`src/hdl/two_segment_transit_timer_unit_defines.svh`:
```
// ---------------------------------------------------------------------------
// Two-segment transit timer: assertion macros
// Check macros shared by the RTL files; they compile away under synthesis.
// ---------------------------------------------------------------------------
`ifndef TWO_SEGMENT_TRANSIT_TIMER_UNIT_DEFINES_SVH
`define TWO_SEGMENT_TRANSIT_TIMER_UNIT_DEFINES_SVH

`ifndef SYNTHESIS
// Property must hold at every clock edge outside reset.
`define TSTT_ASSERT(lbl, clk, rst_n, prop) \
    lbl: assert property (@(posedge clk) disable iff (!rst_n) prop) \
        else $error("%m: check failed");
// Expression must never be true outside reset.
`define TSTT_ASSERT_NEVER(lbl, clk, rst_n, expr) \
    lbl: assert property (@(posedge clk) disable iff (!rst_n) !(expr)) \
        else $error("%m: forbidden condition seen");
`else
`define TSTT_ASSERT(lbl, clk, rst_n, prop)
`define TSTT_ASSERT_NEVER(lbl, clk, rst_n, expr)
`endif

`endif

```
`src/hdl/tstt_pkg.sv`:
```
// ---------------------------------------------------------------------------
// Two-segment transit timer: package
// Shared constants and the event bundle returned by each timestamp queue.
// ---------------------------------------------------------------------------
`default_nettype none

package tstt_pkg;

    localparam int          DEPTH_ONE_DEF = 16;
    localparam int          DEPTH_TWO_DEF = 16;
    localparam int          STAMP_W       = 32;
    localparam int          FILL_W        = 5;
    localparam int          PADDR_W       = 3;
    localparam logic [31:0] MAX_MS_RESET  = 32'd60000;

    // Register word index, taken from paddr above the byte offset
    localparam logic        REG_MAX_MS    = 1'b0;

    // Outcome of one queue update
    typedef struct packed {
        logic push_drop;   // push found the queue full
        logic pop_empty;   // pop found the queue empty
        logic popped;      // an entry was removed
        logic nonempty;    // queue holds entries after the update
    } tstt_evt_t;

endpackage

`default_nettype wire

```
`src/hdl/two_segment_transit_timer_unit.sv`:
```
// ---------------------------------------------------------------------------
// Two-segment transit timer unit
// Sensor edges push and pop millisecond stamps in two queues; each item
// returns held travel times for both segments plus event flags and fills.
// ---------------------------------------------------------------------------
//  channel   dir  signals                     width  content
//  s_        in   tvalid tready tdata         40     now_ms, levels, befores
//  m_        out  tvalid tready tdata         80     times, flags, fills
//  config    in   APB psel..pready            32     max_ms at byte addr 0
//
//  Each item passes the states IDLE (accept plus head read), POP (queue
//  update with the new-head read), then HEAD (age compute into the output
//  register), as the two stamp memories have registered reads.
//  A new beat is taken as soon as the last one is in the output register.
//  Reset is synchronous: pointers, counts and held times clear, max_ms goes
//  to 60000. Stamp memories are not cleared; no pass runs after reset.
//  A full output register holds the unit in HEAD until m_tready drains it.
// ---------------------------------------------------------------------------
`default_nettype none
`include "two_segment_transit_timer_unit_defines.svh"

module two_segment_transit_timer_unit #(
    parameter int DEPTH_ONE = tstt_pkg::DEPTH_ONE_DEF,
    parameter int DEPTH_TWO = tstt_pkg::DEPTH_TWO_DEF
) (
    input  wire logic                          aclk,
    input  wire logic                          aresetn,
    // tdata: now_ms[31:0], level1[32], level2[33], level3[34],
    //        before1[35], before2[36], before3[37], zero pad[39:38]
    input  wire logic                          s_tvalid,
    output logic                               s_tready,
    input  wire logic [39:0]                   s_tdata,
    // tdata: time_one_ms[31:0], time_two_ms[63:32], one_finished[64],
    //        two_finished[65], s1_push_dropped[66], s2_pop_empty[67],
    //        s2_push_dropped[68], s3_pop_empty[69], fill_one[74:70],
    //        fill_two[79:75]
    output logic                               m_tvalid,
    input  wire logic                          m_tready,
    output logic [79:0]                        m_tdata,
    // configuration
    input  wire logic                          psel,
    input  wire logic                          penable,
    input  wire logic                          pwrite,
    input  wire logic [tstt_pkg::PADDR_W-1:0]  paddr,
    input  wire logic [31:0]                   pwdata,
    output logic [31:0]                        prdata,
    output logic                               pready
);
    import tstt_pkg::*;

    typedef enum logic [2:0] {
        ST_IDLE = 3'b001,
        ST_POP  = 3'b010,
        ST_HEAD = 3'b100
    } state_t;

    state_t             state_reg, state_next;
    logic [31:0]        max_reg;
    logic [STAMP_W-1:0] now_reg;
    logic [2:0]         lvl_reg;
    logic [2:0]         rise_reg;
    logic [31:0]        held_one_reg, held_one_next;
    logic [31:0]        held_two_reg, held_two_next;
    tstt_evt_t          evt1_reg, evt2_reg;
    logic [79:0]        m_tdata_reg;
    logic               m_tvalid_reg;

    tstt_evt_t          evt1, evt2;
    logic [STAMP_W-1:0] pop1, pop2, head1, head2;
    logic [FILL_W-1:0]  fill1, fill2;
    logic               s_accept, out_free, out_load, cfg_wr;
    logic               idle1, idle2;

    // Age since a stamp, modulo 2^32, clipped at the ceiling
    function automatic logic [31:0] age_sat(input logic [31:0] now,
                                            input logic [31:0] then_ms,
                                            input logic [31:0] ceil);
        logic [31:0] d;
        d = now - then_ms;
        return (d > ceil) ? ceil : d;
    endfunction

    // -----------------------------------------------------------------
    // Configuration port: one register, zero wait states
    // -----------------------------------------------------------------
    assign pready = 1'b1;
    assign cfg_wr = psel && penable && pwrite && pready && (paddr[2] == REG_MAX_MS);
    assign prdata = (paddr[2] == REG_MAX_MS) ? max_reg : 32'd0;

    always_ff @(posedge aclk) begin
        if (!aresetn) begin
            max_reg <= MAX_MS_RESET;
        end else if (cfg_wr) begin
            max_reg <= pwdata;
        end
    end

    // -----------------------------------------------------------------
    // Sequencer
    // -----------------------------------------------------------------
    assign s_tready = (state_reg == ST_IDLE);
    assign s_accept = s_tvalid && s_tready;
    assign out_free = !m_tvalid_reg || m_tready;
    assign out_load = (state_reg == ST_HEAD) && out_free;

    always_comb begin
        state_next = state_reg;
        unique case (state_reg)
            ST_IDLE: begin
                if (s_accept) begin
                    state_next = ST_POP;
                end
            end
            ST_POP: begin
                state_next = ST_HEAD;
            end
            ST_HEAD: begin
                if (out_free) begin
                    state_next = ST_IDLE;
                end
            end
            default: begin
                state_next = ST_IDLE;
            end
        endcase
    end

    always_ff @(posedge aclk) begin
        if (!aresetn) begin
            state_reg <= ST_IDLE;
        end else begin
            state_reg <= state_next;
        end
    end

    // Capture the beat; only rising edges and current levels matter later
    always_ff @(posedge aclk) begin
        if (s_accept) begin
            now_reg  <= s_tdata[31:0];
            lvl_reg  <= s_tdata[34:32];
            rise_reg <= s_tdata[34:32] & ~s_tdata[37:35];
        end
    end

    // -----------------------------------------------------------------
    // Queues: S1 pushes q1, S2 pops q1 then pushes q2, S3 pops q2
    // -----------------------------------------------------------------
    tstt_fifo #(.DEPTH(DEPTH_ONE)) u_fifo_one (
        .aclk         (aclk),
        .aresetn      (aresetn),
        .rd_head_i    (s_accept),
        .op_i         (state_reg == ST_POP),
        .push_req_i   (rise_reg[0]),
        .pop_req_i    (rise_reg[1]),
        .now_i        (now_reg),
        .evt_o        (evt1),
        .pop_stamp_o  (pop1),
        .head_stamp_o (head1),
        .fill_o       (fill1)
    );

    tstt_fifo #(.DEPTH(DEPTH_TWO)) u_fifo_two (
        .aclk         (aclk),
        .aresetn      (aresetn),
        .rd_head_i    (s_accept),
        .op_i         (state_reg == ST_POP),
        .push_req_i   (rise_reg[1]),
        .pop_req_i    (rise_reg[2]),
        .now_i        (now_reg),
        .evt_o        (evt2),
        .pop_stamp_o  (pop2),
        .head_stamp_o (head2),
        .fill_o       (fill2)
    );

    // -----------------------------------------------------------------
    // Held times: finish on pop, then live head age, then idle clear
    // -----------------------------------------------------------------
    assign idle1 = !lvl_reg[0] && !lvl_reg[1] && !lvl_reg[2];
    assign idle2 = !lvl_reg[1] && !lvl_reg[2];

    always_comb begin
        held_one_next = held_one_reg;
        held_two_next = held_two_reg;
        if (state_reg == ST_POP) begin
            if (evt1.popped) begin
                held_one_next = age_sat(now_reg, pop1, max_reg);
            end
            if (evt2.popped) begin
                held_two_next = age_sat(now_reg, pop2, max_reg);
            end
        end else if (out_load) begin
            if (evt1.nonempty) begin
                held_one_next = age_sat(now_reg, head1, max_reg);
            end else if (idle1) begin
                held_one_next = '0;
            end
            if (evt2.nonempty) begin
                held_two_next = age_sat(now_reg, head2, max_reg);
            end else if (idle2) begin
                held_two_next = '0;
            end
        end
    end

    always_ff @(posedge aclk) begin
        if (!aresetn) begin
            held_one_reg <= '0;
            held_two_reg <= '0;
        end else begin
            held_one_reg <= held_one_next;
            held_two_reg <= held_two_next;
        end
    end

    // Hold the update flags for the HEAD state
    always_ff @(posedge aclk) begin
        if (state_reg == ST_POP) begin
            evt1_reg <= evt1;
            evt2_reg <= evt2;
        end
    end

    // -----------------------------------------------------------------
    // Output register
    // -----------------------------------------------------------------
    always_ff @(posedge aclk) begin
        if (out_load) begin
            m_tdata_reg <= {fill2, fill1,
                            evt2_reg.pop_empty, evt2_reg.push_drop,
                            evt1_reg.pop_empty, evt1_reg.push_drop,
                            evt2_reg.popped, evt1_reg.popped,
                            held_two_next, held_one_next};
        end
    end

    always_ff @(posedge aclk) begin
        if (!aresetn) begin
            m_tvalid_reg <= 1'b0;
        end else if (out_load) begin
            m_tvalid_reg <= 1'b1;
        end else if (m_tready) begin
            m_tvalid_reg <= 1'b0;
        end
    end

    assign m_tvalid = m_tvalid_reg;
    assign m_tdata  = m_tdata_reg;

    `TSTT_ASSERT(a_accept_to_pop, aclk, aresetn, s_accept |=> (state_reg == ST_POP))
    `TSTT_ASSERT(a_pop_to_head, aclk, aresetn, (state_reg == ST_POP) |=> (state_reg == ST_HEAD))
    `TSTT_ASSERT(a_load_from_head, aclk, aresetn,
        $rose(m_tvalid_reg) |-> $past(state_reg == ST_HEAD))

endmodule

`default_nettype wire

```
`src/hdl/tstt_fifo.sv`:
```
// ---------------------------------------------------------------------------
// Two-segment transit timer: timestamp queue
// Circular buffer in a synchronous memory with registered reads, with forwarding of
// a stamp written in the same cycle that its slot becomes the head.
// ---------------------------------------------------------------------------
`default_nettype none
`include "two_segment_transit_timer_unit_defines.svh"

module tstt_fifo #(
    parameter int DEPTH = tstt_pkg::DEPTH_ONE_DEF
) (
    input  wire logic                           aclk,
    input  wire logic                           aresetn,
    input  wire logic                           rd_head_i,
    input  wire logic                           op_i,
    input  wire logic                           push_req_i,
    input  wire logic                           pop_req_i,
    input  wire logic [tstt_pkg::STAMP_W-1:0]   now_i,
    output tstt_pkg::tstt_evt_t                 evt_o,
    output logic      [tstt_pkg::STAMP_W-1:0]   pop_stamp_o,
    output logic      [tstt_pkg::STAMP_W-1:0]   head_stamp_o,
    output logic      [tstt_pkg::FILL_W-1:0]    fill_o
);
    import tstt_pkg::*;

    localparam int             AW   = (DEPTH > 1) ? $clog2(DEPTH) : 1;
    localparam int             CW   = $clog2(DEPTH + 1);
    localparam logic [AW-1:0]  LAST = AW'(DEPTH - 1);
    localparam logic [CW-1:0]  FULL = CW'(DEPTH);

    logic [STAMP_W-1:0] mem [DEPTH];

    logic [AW-1:0]      head_reg, head_next, head_adv;
    logic [AW-1:0]      tail_reg, tail_next, tail_adv;
    logic [CW-1:0]      count_reg, count_next;
    logic [STAMP_W-1:0] rdata_reg;
    logic               fwd_reg;
    logic               push_ok, pop_ok;
    logic               rd_en;
    logic [AW-1:0]      rd_addr;

    // Push precedes pop, so a pop on an empty queue can take the fresh push
    assign push_ok  = push_req_i && (count_reg != FULL);
    assign pop_ok   = pop_req_i && ((count_reg != '0) || push_ok);
    assign head_adv = (head_reg == LAST) ? '0 : head_reg + 1'b1;
    assign tail_adv = (tail_reg == LAST) ? '0 : tail_reg + 1'b1;

    always_comb begin
        head_next  = head_reg;
        tail_next  = tail_reg;
        count_next = count_reg;
        if (op_i) begin
            if (pop_ok) begin
                head_next = head_adv;
            end
            if (push_ok) begin
                tail_next = tail_adv;
            end
            count_next = count_reg + CW'(push_ok) - CW'(pop_ok);
        end
    end

    // First read fetches the head for a pop, second fetches the new head
    assign rd_en   = rd_head_i || op_i;
    assign rd_addr = op_i ? head_next : head_reg;

    always_ff @(posedge aclk) begin
        if (op_i && push_ok) begin
            mem[tail_reg] <= now_i;
        end
        if (rd_en) begin
            rdata_reg <= mem[rd_addr];
        end
        if (op_i) begin
            fwd_reg <= push_ok && (count_reg == CW'(pop_ok));
        end
    end

    always_ff @(posedge aclk) begin
        if (!aresetn) begin
            head_reg  <= '0;
            tail_reg  <= '0;
            count_reg <= '0;
        end else begin
            head_reg  <= head_next;
            tail_reg  <= tail_next;
            count_reg <= count_next;
        end
    end

    assign pop_stamp_o  = (count_reg == '0) ? now_i : rdata_reg;
    assign head_stamp_o = fwd_reg ? now_i : rdata_reg;

    assign evt_o.push_drop = push_req_i && !push_ok;
    assign evt_o.pop_empty = pop_req_i && !pop_ok;
    assign evt_o.popped    = pop_ok;
    assign evt_o.nonempty  = (count_reg != '0);
    assign fill_o          = FILL_W'(count_reg);

    `TSTT_ASSERT_NEVER(a_count_bound, aclk, aresetn, count_reg > FULL)
    `TSTT_ASSERT(a_ptr_empty, aclk, aresetn, (count_reg == '0) |-> (head_reg == tail_reg))
    `TSTT_ASSERT(a_count_up, aclk, aresetn,
        (op_i && push_ok && !pop_ok) |=> (count_reg == $past(count_reg) + 1'b1))
    `TSTT_ASSERT(a_op_after_read, aclk, aresetn, op_i |-> $past(rd_head_i))

endmodule

`default_nettype wire

```
`config.mk`:
```
export PLATFORM = sky130hd
export DESIGN_NAME = two_segment_transit_timer_unit
export DESIGN_NICKNAME = d
export VERILOG_FILES = /design/src/hdl/tstt_pkg.sv /design/src/hdl/two_segment_transit_timer_unit.sv /design/src/hdl/tstt_fifo.sv
export VERILOG_INCLUDE_DIRS = /design/src /design/src/hdl
export SDC_FILE = /design/constraint.sdc
export NUM_CORES = 2
export LEC_CHECK = 0
export BUFFER_PORTS_ARGS = -buffer_cell sky130_fd_sc_hd__buf_2
export CAP_MARGIN = 20
export CORE_AREA = 3 3 428 430
export DETAILED_ROUTE_END_ITERATION = 10
export DIE_AREA = 0 0 431 433
export MAX_ROUTING_LAYER = met4
export SLEW_MARGIN = 10
export SYNTH_ARGS = -nofsm -noshare
export SYNTH_HDL_FRONTEND = slang
export SYNTH_SLANG_ARGS = --single-unit
export TNS_END_PERCENT = 100
```
`constraint.sdc`:
```
create_clock -name aclk -period 13.8 [get_ports aclk]
set_input_delay 1.38 -clock aclk [delete_from_list [all_inputs] [get_ports aclk]]
set_output_delay 1.38 -clock aclk [all_outputs]
set_load 0.03 [all_outputs]
```
# Word-level counts from Yosys, hierarchy flattened
# Memories as Yosys holds them, arrays and structs flattened. A register that Yosys moved wholly into a read port is not among the register bits.
# Cells that the tools add are included.
[classes]
add_sub_neg = 12
multipliers = 0
n_div = 0
magnitude_cmp = 4
n_eq_ne = 13
shift = 0
muxes = 38
bitwise_logic = 3
n_reduce_logical = 40
[ops]
columns = ["cell", "count"]
rows = [
  ["$mux W32", 19],
  ["$gt A32 B32 Y1", 4],
  ["$sub A32 B32 Y32", 4],
  ["$mux W4", 10],
  ["$logic_and A1 B1 Y1", 20],
  ["$add A4 B1 Y4 const B", 4],
  ["$eq A4 B4 Y1 const B", 4],
  ["$add A5 B1 Y5", 2],
  ["$eq A5 B1 Y1", 2],
  ["$logic_not A5 Y1", 2],
  ["$ne A5 B5 Y1 const B", 2],
  ["$reduce_bool A5 Y1", 2],
  ["$sub A5 B1 Y5", 2],
  ["$pmux W3 S3", 1],
  ["$logic_not A1 Y1", 8],
  ["$mux W1", 6],
  ["$mux W3", 2],
  ["$reduce_and A2 Y1", 3],
  ["$logic_or A1 B1 Y1", 4],
  ["$and A3 B3 Y3", 1],
  ["$eq A3 B1 Y1 const B", 1],
  ["$eq A3 B2 Y1 const B", 1],
  ["$eq A3 B3 Y1 const B", 1],
  ["$not A3 Y3", 1],
  ["4 further kinds", 4],
]
[word_totals]
ff_bits = 252
latch_bits = 0
ram_bits = 1024
romBits = 0
in_bits = 82
output_inout_bits = 115
wordCells = 135
memories = 2
[mem_list]
columns = ["name", "words", "width", "read_ports", "rd_ports_with_merged_regs", "write_ports", "line_no", "source"]
rows = [
  ["u_fifo_one.mem", 16, 32, 1, 1, 1, "tstt_fifo.sv:31", "logic [STAMP_W-1:0] mem [DEPTH];"],
  ["u_fifo_two.mem", 16, 32, 1, 1, 1, "tstt_fifo.sv:31", ""],
]

# Depth between registers and ports, before layout
[depth]
ltp_word = 7
depth_mapped = 28
depth_no_buf = 25

# Hierarchy
# From an unflattened synthesis, not the netlist that was laid out.
[unflattened]
hier_cells = 5717
area_unflattened_um2 = 65004.8
[by_module_without_submodules]
columns = ["mod", "instances", "cells_per_inst", "area_each_um2", "seq_area_each_um2"]
rows = [
  ["tstt_fifo at u_fifo_one", 1, 1680, 22607.9, 16625.9],
  ["tstt_fifo at u_fifo_two", 1, 1661, 22526.6, 16625.9],
  ["two_segment_transit_timer_unit", 1, 2376, 19870.3, 5725.5],
]

# Worst setup path before layout
# No wires, ideal clock.
[synth_path]
path_type = "register -> register"
start = "reg u_fifo_one.count_reg[2], in the netlist u_fifo_one.fill_o[2]"
end = "reg m_tdata_reg[12], in the netlist m_tdata[12], data pin"
setup_ns = 0.262
t_arrival_ns = 5.723
t_required_ns = 13.538
setup_slack_ns = 7.815
path_stages_with_launch = 28
path_buffers = 4
period_less_slack_ns = 5.985
cell_sequence = "dfxtp_1 -> inv_1 -> ha_1 -> or4b_1 -> clkbuf_1 -> clkbuf_1 -> mux2i_1 -> ha_1 -> clkbuf_1 -> a21o_1 -> a31o_2 -> a221o_1 -> o21ai_0 -> and2_1 -> or2_2 -> o21a_1 -> xnor2_1 -> inv_1 -> ha_1 -> nand4_1 -> or3_1 -> o21ai_0 -> a211oi_2 -> nor2_4 -> buf_2 -> mux2i_1 -> o21ai_0 -> or2_2"
[synth_via]
elab_chain_len = 7
elab_cells_between_ends = 14
cone_classes = "add/sub (1); order compare (1); eq/ne (1); mux (6); reduce/logical (5)"
[synth_lines]
columns = ["item", "line_no", "source"]
rows = [
  ["from (decl)", "tstt_fifo.sv:35", "logic [CW-1:0] count_reg, count_next;"],
  ["from (signal assigned)", "tstt_fifo.sv:87", "count_reg <= count_next;"],
  ["$logic_not A5 Y1", "tstt_fifo.sv:91", "assign pop_stamp_o = (count_reg == '0) ? now_i : rdata_reg;"],
  ["$mux W32", "tstt_fifo.sv:91", ""],
  ["$sub A32 B32 Y32", "two_segment_transit_timer_unit.sv:79", "d = now - then_ms;"],
  ["$gt A32 B32 Y1", "two_segment_transit_timer_unit.sv:80", "return (d > ceil) ? ceil : d;"],
  ["$mux W32", "two_segment_transit_timer_unit.sv:80", ""],
  ["$mux W32", "two_segment_transit_timer_unit.sv:186", "if (evt1.popped) begin"],
  ["$mux W32 *", "two_segment_transit_timer_unit.sv:185", "if (state_reg == ST_POP) begin"],
  ["named net held_one_next[12]", "two_segment_transit_timer_unit.sv:62", "logic [31:0] held_one_reg, held_one_next;"],
  ["to (signal assigned)", "two_segment_transit_timer_unit.sv:229", "m_tdata_reg <= {fill2, fill1,"],
  ["to (decl)", "two_segment_transit_timer_unit.sv:65", "logic [79:0] m_tdata_reg;"],
]
# Mark *: on every way through the listed nets, which the timed path passes. The rest lies on a longest branch.
# A chain may end at the register's enable or synchronous reset.

# Final worst setup path
[layout_path]
start = "reg u_fifo_one.fwd_reg"
end = "reg held_one_reg[31]"
[layout_via]
elab_chain_len = 7
[layout_lines]
columns = ["item", "line_no", "source"]
rows = [
  ["from (decl)", "tstt_fifo.sv:37", "logic fwd_reg;"],
  ["from (signal assigned)", "tstt_fifo.sv:75", "fwd_reg <= push_ok && (count_reg == CW'(pop_ok));"],
  ["$mux W32 *", "tstt_fifo.sv:92", "assign head_stamp_o = fwd_reg ? now_i : rdata_reg;"],
  ["$sub A32 B32 Y32 *", "two_segment_transit_timer_unit.sv:79", ""],
  ["$gt A32 B32 Y1", "two_segment_transit_timer_unit.sv:80", ""],
  ["$mux W32 *", "two_segment_transit_timer_unit.sv:80", ""],
  ["$mux W32 *", "two_segment_transit_timer_unit.sv:193", "if (evt1.nonempty) begin"],
  ["$mux W32 *", "two_segment_transit_timer_unit.sv:192", "end else if (out_load) begin"],
  ["$mux W32 *", "two_segment_transit_timer_unit.sv:185", ""],
  ["to (signal assigned)", "two_segment_transit_timer_unit.sv:211", "held_one_reg <= held_one_next;"],
  ["to (decl)", "two_segment_transit_timer_unit.sv:62", ""],
]
# Mark *: on every way between the ends. The rest lies on a longest branch, timed or not.

==> results.md <==
* Routed WL per cell at roughly 26 um
* Initial antenna violation count at 9
* Slew headroom at 0.2059
* Reg clk slew, reported paths at 60 ps
* Max IR drop VDD at between 100 and 150 uV
* CTS tree: yes
* Longest Clk Path Bufs at 3
* Sequential cell fraction of total power at 0.465
* Hold path cells at 0
* Synth Flop Type: edfxtp_1
* Clk pwr share at 0.387
* Io pins at 197
* Reg-to-Reg Start: u_fifo_one.fwd_reg$_DFFE_PP_
* Die height at between 400 and 500 um
* PD cells at 135.2 mW/mm^2
* Status: complete, no violations
* Static leakage at ~25 nW
* Commonest cells after routing, fill and taps aside: edfxtp_1 (1214), nand2_1 (303), ha_1 (274)
* Synthesized instance count at 4251
* CP endpoint kind: flip-flop
* Distinct cells, synth at 86
* PostCTS Resize Cnt at 0
* CTS root buf: clkbuf_16
* Clk_lat worst skew at 790 ps
* Worst R2R End: held_one_reg[31]$_SDFF_PN0_
* Synth Cell Area at approximately 0.063 sq mm
* Routability cong. at about 0.95
* Area Growth Syn to Fin at 13.88%
* Hold/Removal Path Class: flip-flop to flip-flop
* Unrepaired setup endpoints after global routing: false
* Post-synth net total at 4613
* HPWL Detailed at roughly 120 mm
* Net switching power at 2.576 mW
* Share of layout cells above drive strength 1 at 0.1810
* Tcrit/Tclk final at 0.5629
* Setup Crit Path Kind: flip-flop to flip-flop
* CP Launch Type: flip-flop
* Synth Area per Inst at 14.77 sq um
* DRT iter0 DRCs at 3623
* Utilization after layout at 0.3969
* Clk_skew at around 60 ps
* Crit path DAT at between 8000 and 9000 ps
* Fillcell total at 16490
* Flop2flop setup slack at 6030 ps
* Commonest non-fill, non-tap cell in the layout: edfxtp_1
* Fmax at between 100 and 150 MHz
* Worst setup margin at ~6000 ps
* Ys async rst share at 0
* Die Span X at 431 um
* Max-cap viol count at 0
* Final ANT Viol Nets at 0
* Core Region at 0.1802 sq mm
* Endpoints failing setup at 0
* Clock Sinks at between 1000 and 1500
* Vias in the first global route at 37640
* Via/cell ratio at roughly 5.6
* Number of port buffers at about 190
* Worst Reg-to-Reg Cells at 19
* Combinational Power Share at 0.148
* Htree depth at 4
* First-pass GRT wire length at ~270 mm
* Setup Buffers After CTS at 0
* CTS Hold Bufs at 0
* Post-synth EDFFs at 1214
* Initial Util at 0.3485
* Final Critical Period at ~7800 ps
* CP required at 14470 ps
* Tot GR Track Use at 0.2003
* Routed WL at 184.0 mm
* Fraction of power spent switching nets at 0.2666
* Worst Max-Slew Pin Slew at around 1200 ps
* Largest net degree at the start of global routing at 130
* DRC at 0
* Via Count at 38900
* Total CTS buffers at roughly 140
* Die Area at ~0.19 sq mm
* Hold endpoint: m_tdata[67]$_DFFE_PP_
* Final net count at 4863
* Pre-CTS setup slack at 6272 ps
* Site Rows at approximately 160
* Yosys reg bits at 1340
* Pint at between 7 and 8 mW
* Final TNS setup at 0 ps
* Final Max Slew Viols at 0
* Yosys warning total at 0
* Crit-path max FO at 32
* Overflow after GRT at 0
* Final hold violation count at 0
* Pre-antenna DRT Iters at 6
* Register area share after synthesis at 0.6207
* Hold Crit Start: evt1_reg[2]$_DFFE_PP_
==> area by class of cell <==
type,instances,area (sq um),share of cell area
Antenna cell,7,17.52,0.0002450
Clock buffer,178,3699,0.05172
Clock inverter,73,819.5,0.01146
Inverter,103,387.9,0.005424
Multi-Input combinational cell,2610,22830,0.3192
Sequential cell,1340,38980,0.5451
Tap cell,2370,2965,0.04147
Timing Repair Buffer,304,1814,0.02537
==> power groups by stage <==
stage	clock, mW	sequential [mW]	combinational (mW)
finish	3.74	4.49	1.43
CTS	3.83	4.49	1.41
global route	3.98	4.49	1.57
detailed placement	0	4.58	1.40
floorplan	0	4.60	0.924
global placement	0	4.58	1.39
==> cells in the mapped netlist, types with 57 or more instances <==
| master | number | area share |
|---|---|---|
| edfxtp_1 | 1214 | 0.58 |
| nand2_1 | 303 | 0.018 |
| ha_1 | 274 | 0.055 |
| mux2i_1 | 264 | 0.042 |
| mux4_2 | 256 | 0.092 |
| a21oi_1 | 245 | 0.020 |
| nor2_1 | 222 | 0.013 |
| dfxtp_1 | 126 | 0.040 |
| o21ai_0 | 126 | 0.010 |
| clkbuf_1 | 113 | 0.0068 |
| inv_1 | 100 | 0.0060 |
| xnor2_1 | 73 | 0.010 |
| a22oi_1 | 69 | 0.0082 |
| and2_1 | 59 | 0.0059 |
| nor3_1 | 57 | 0.0045 |
==> layer usage <==
metal / wire (um) / GRT usage / up-vias
met2: 81800 / 0.2965 / 1518
li1: - / - / 17300
met4: 4959 / 0.05664 / 0
met1: 84160 / 0.2867 / 19880
met3: 13090 / 0.03078 / 209
met5: 0 / - / -
==> kinds of logic (layout without fill, tap and decap cells) <==
group	after synthesis	after routing	synth area share
XOR/XNOR	125	125	0.01744
flip-flops	1340	1340	0.6207
multiplexers	531	531	0.1359
adder cells (fa/ha/maj)	280	280	0.05651
buffers and inverters	301	658	0.02070
AO/OA/AOI/OAI	795	795	0.08325
AND/OR/NAND/NOR	878	878	0.06542
other	1	8	0.00005972
==> through the flow <==
stage          instances  total power [mW]  hold WS (ps)  instance area (sq um)
2_1_floorplan       4251             5.525         400.3                  62790
3_3_place_gp        6726             5.965         403.5                  66970
3_5_place_dp        6726             5.980         405.2                  66970
4_1_cts             6977             9.732         419.2                  71490
5_1_grt             6984             10.04         424.9                  71510
6_report            6985             9.665         424.2                  71510
==> how the worst max path moves through the flow <==
stage,from,cells after the start,endpoint
after global placement,u_fifo_one.fill_o[2]$_SDFFE_PN0P_,22,m_tdata[17]$_DFFE_PP_
after detailed placement,u_fifo_one.fill_o[2]$_SDFFE_PN0P_,22,m_tdata[17]$_DFFE_PP_
after CTS,u_fifo_one.fwd_reg$_DFFE_PP_,19,held_one_reg[31]$_SDFF_PN0_
after floorplan,u_fifo_one.fill_o[2]$_SDFFE_PN0P_,27,m_tdata[12]$_DFFE_PP_
final,u_fifo_one.fwd_reg$_DFFE_PP_,19,held_one_reg[31]$_SDFF_PN0_
after global routing,u_fifo_one.fwd_reg$_DFFE_PP_,20,held_one_reg[31]$_SDFF_PN0_
==> worst max-delay path: stages, from the launching register on <==
cell       delay (ps)
edfxtp_1          350
buf_4             490
mux2_2            410
ha_1              220
fa_1              430
nand2b_1          190
a211oi_1          400
o311ai_0          400
a21oi_1           580
nor4_1             90
a311oi_1          900
ha_1              420
nor2_1            100
nor2_1             50
a211oi_1          250
o22ai_1           140
or2_1             580
nor2_1            940
a21oi_1           210
a2111oi_0         410
Note: power is estimated with default switching activity, not from simulation.
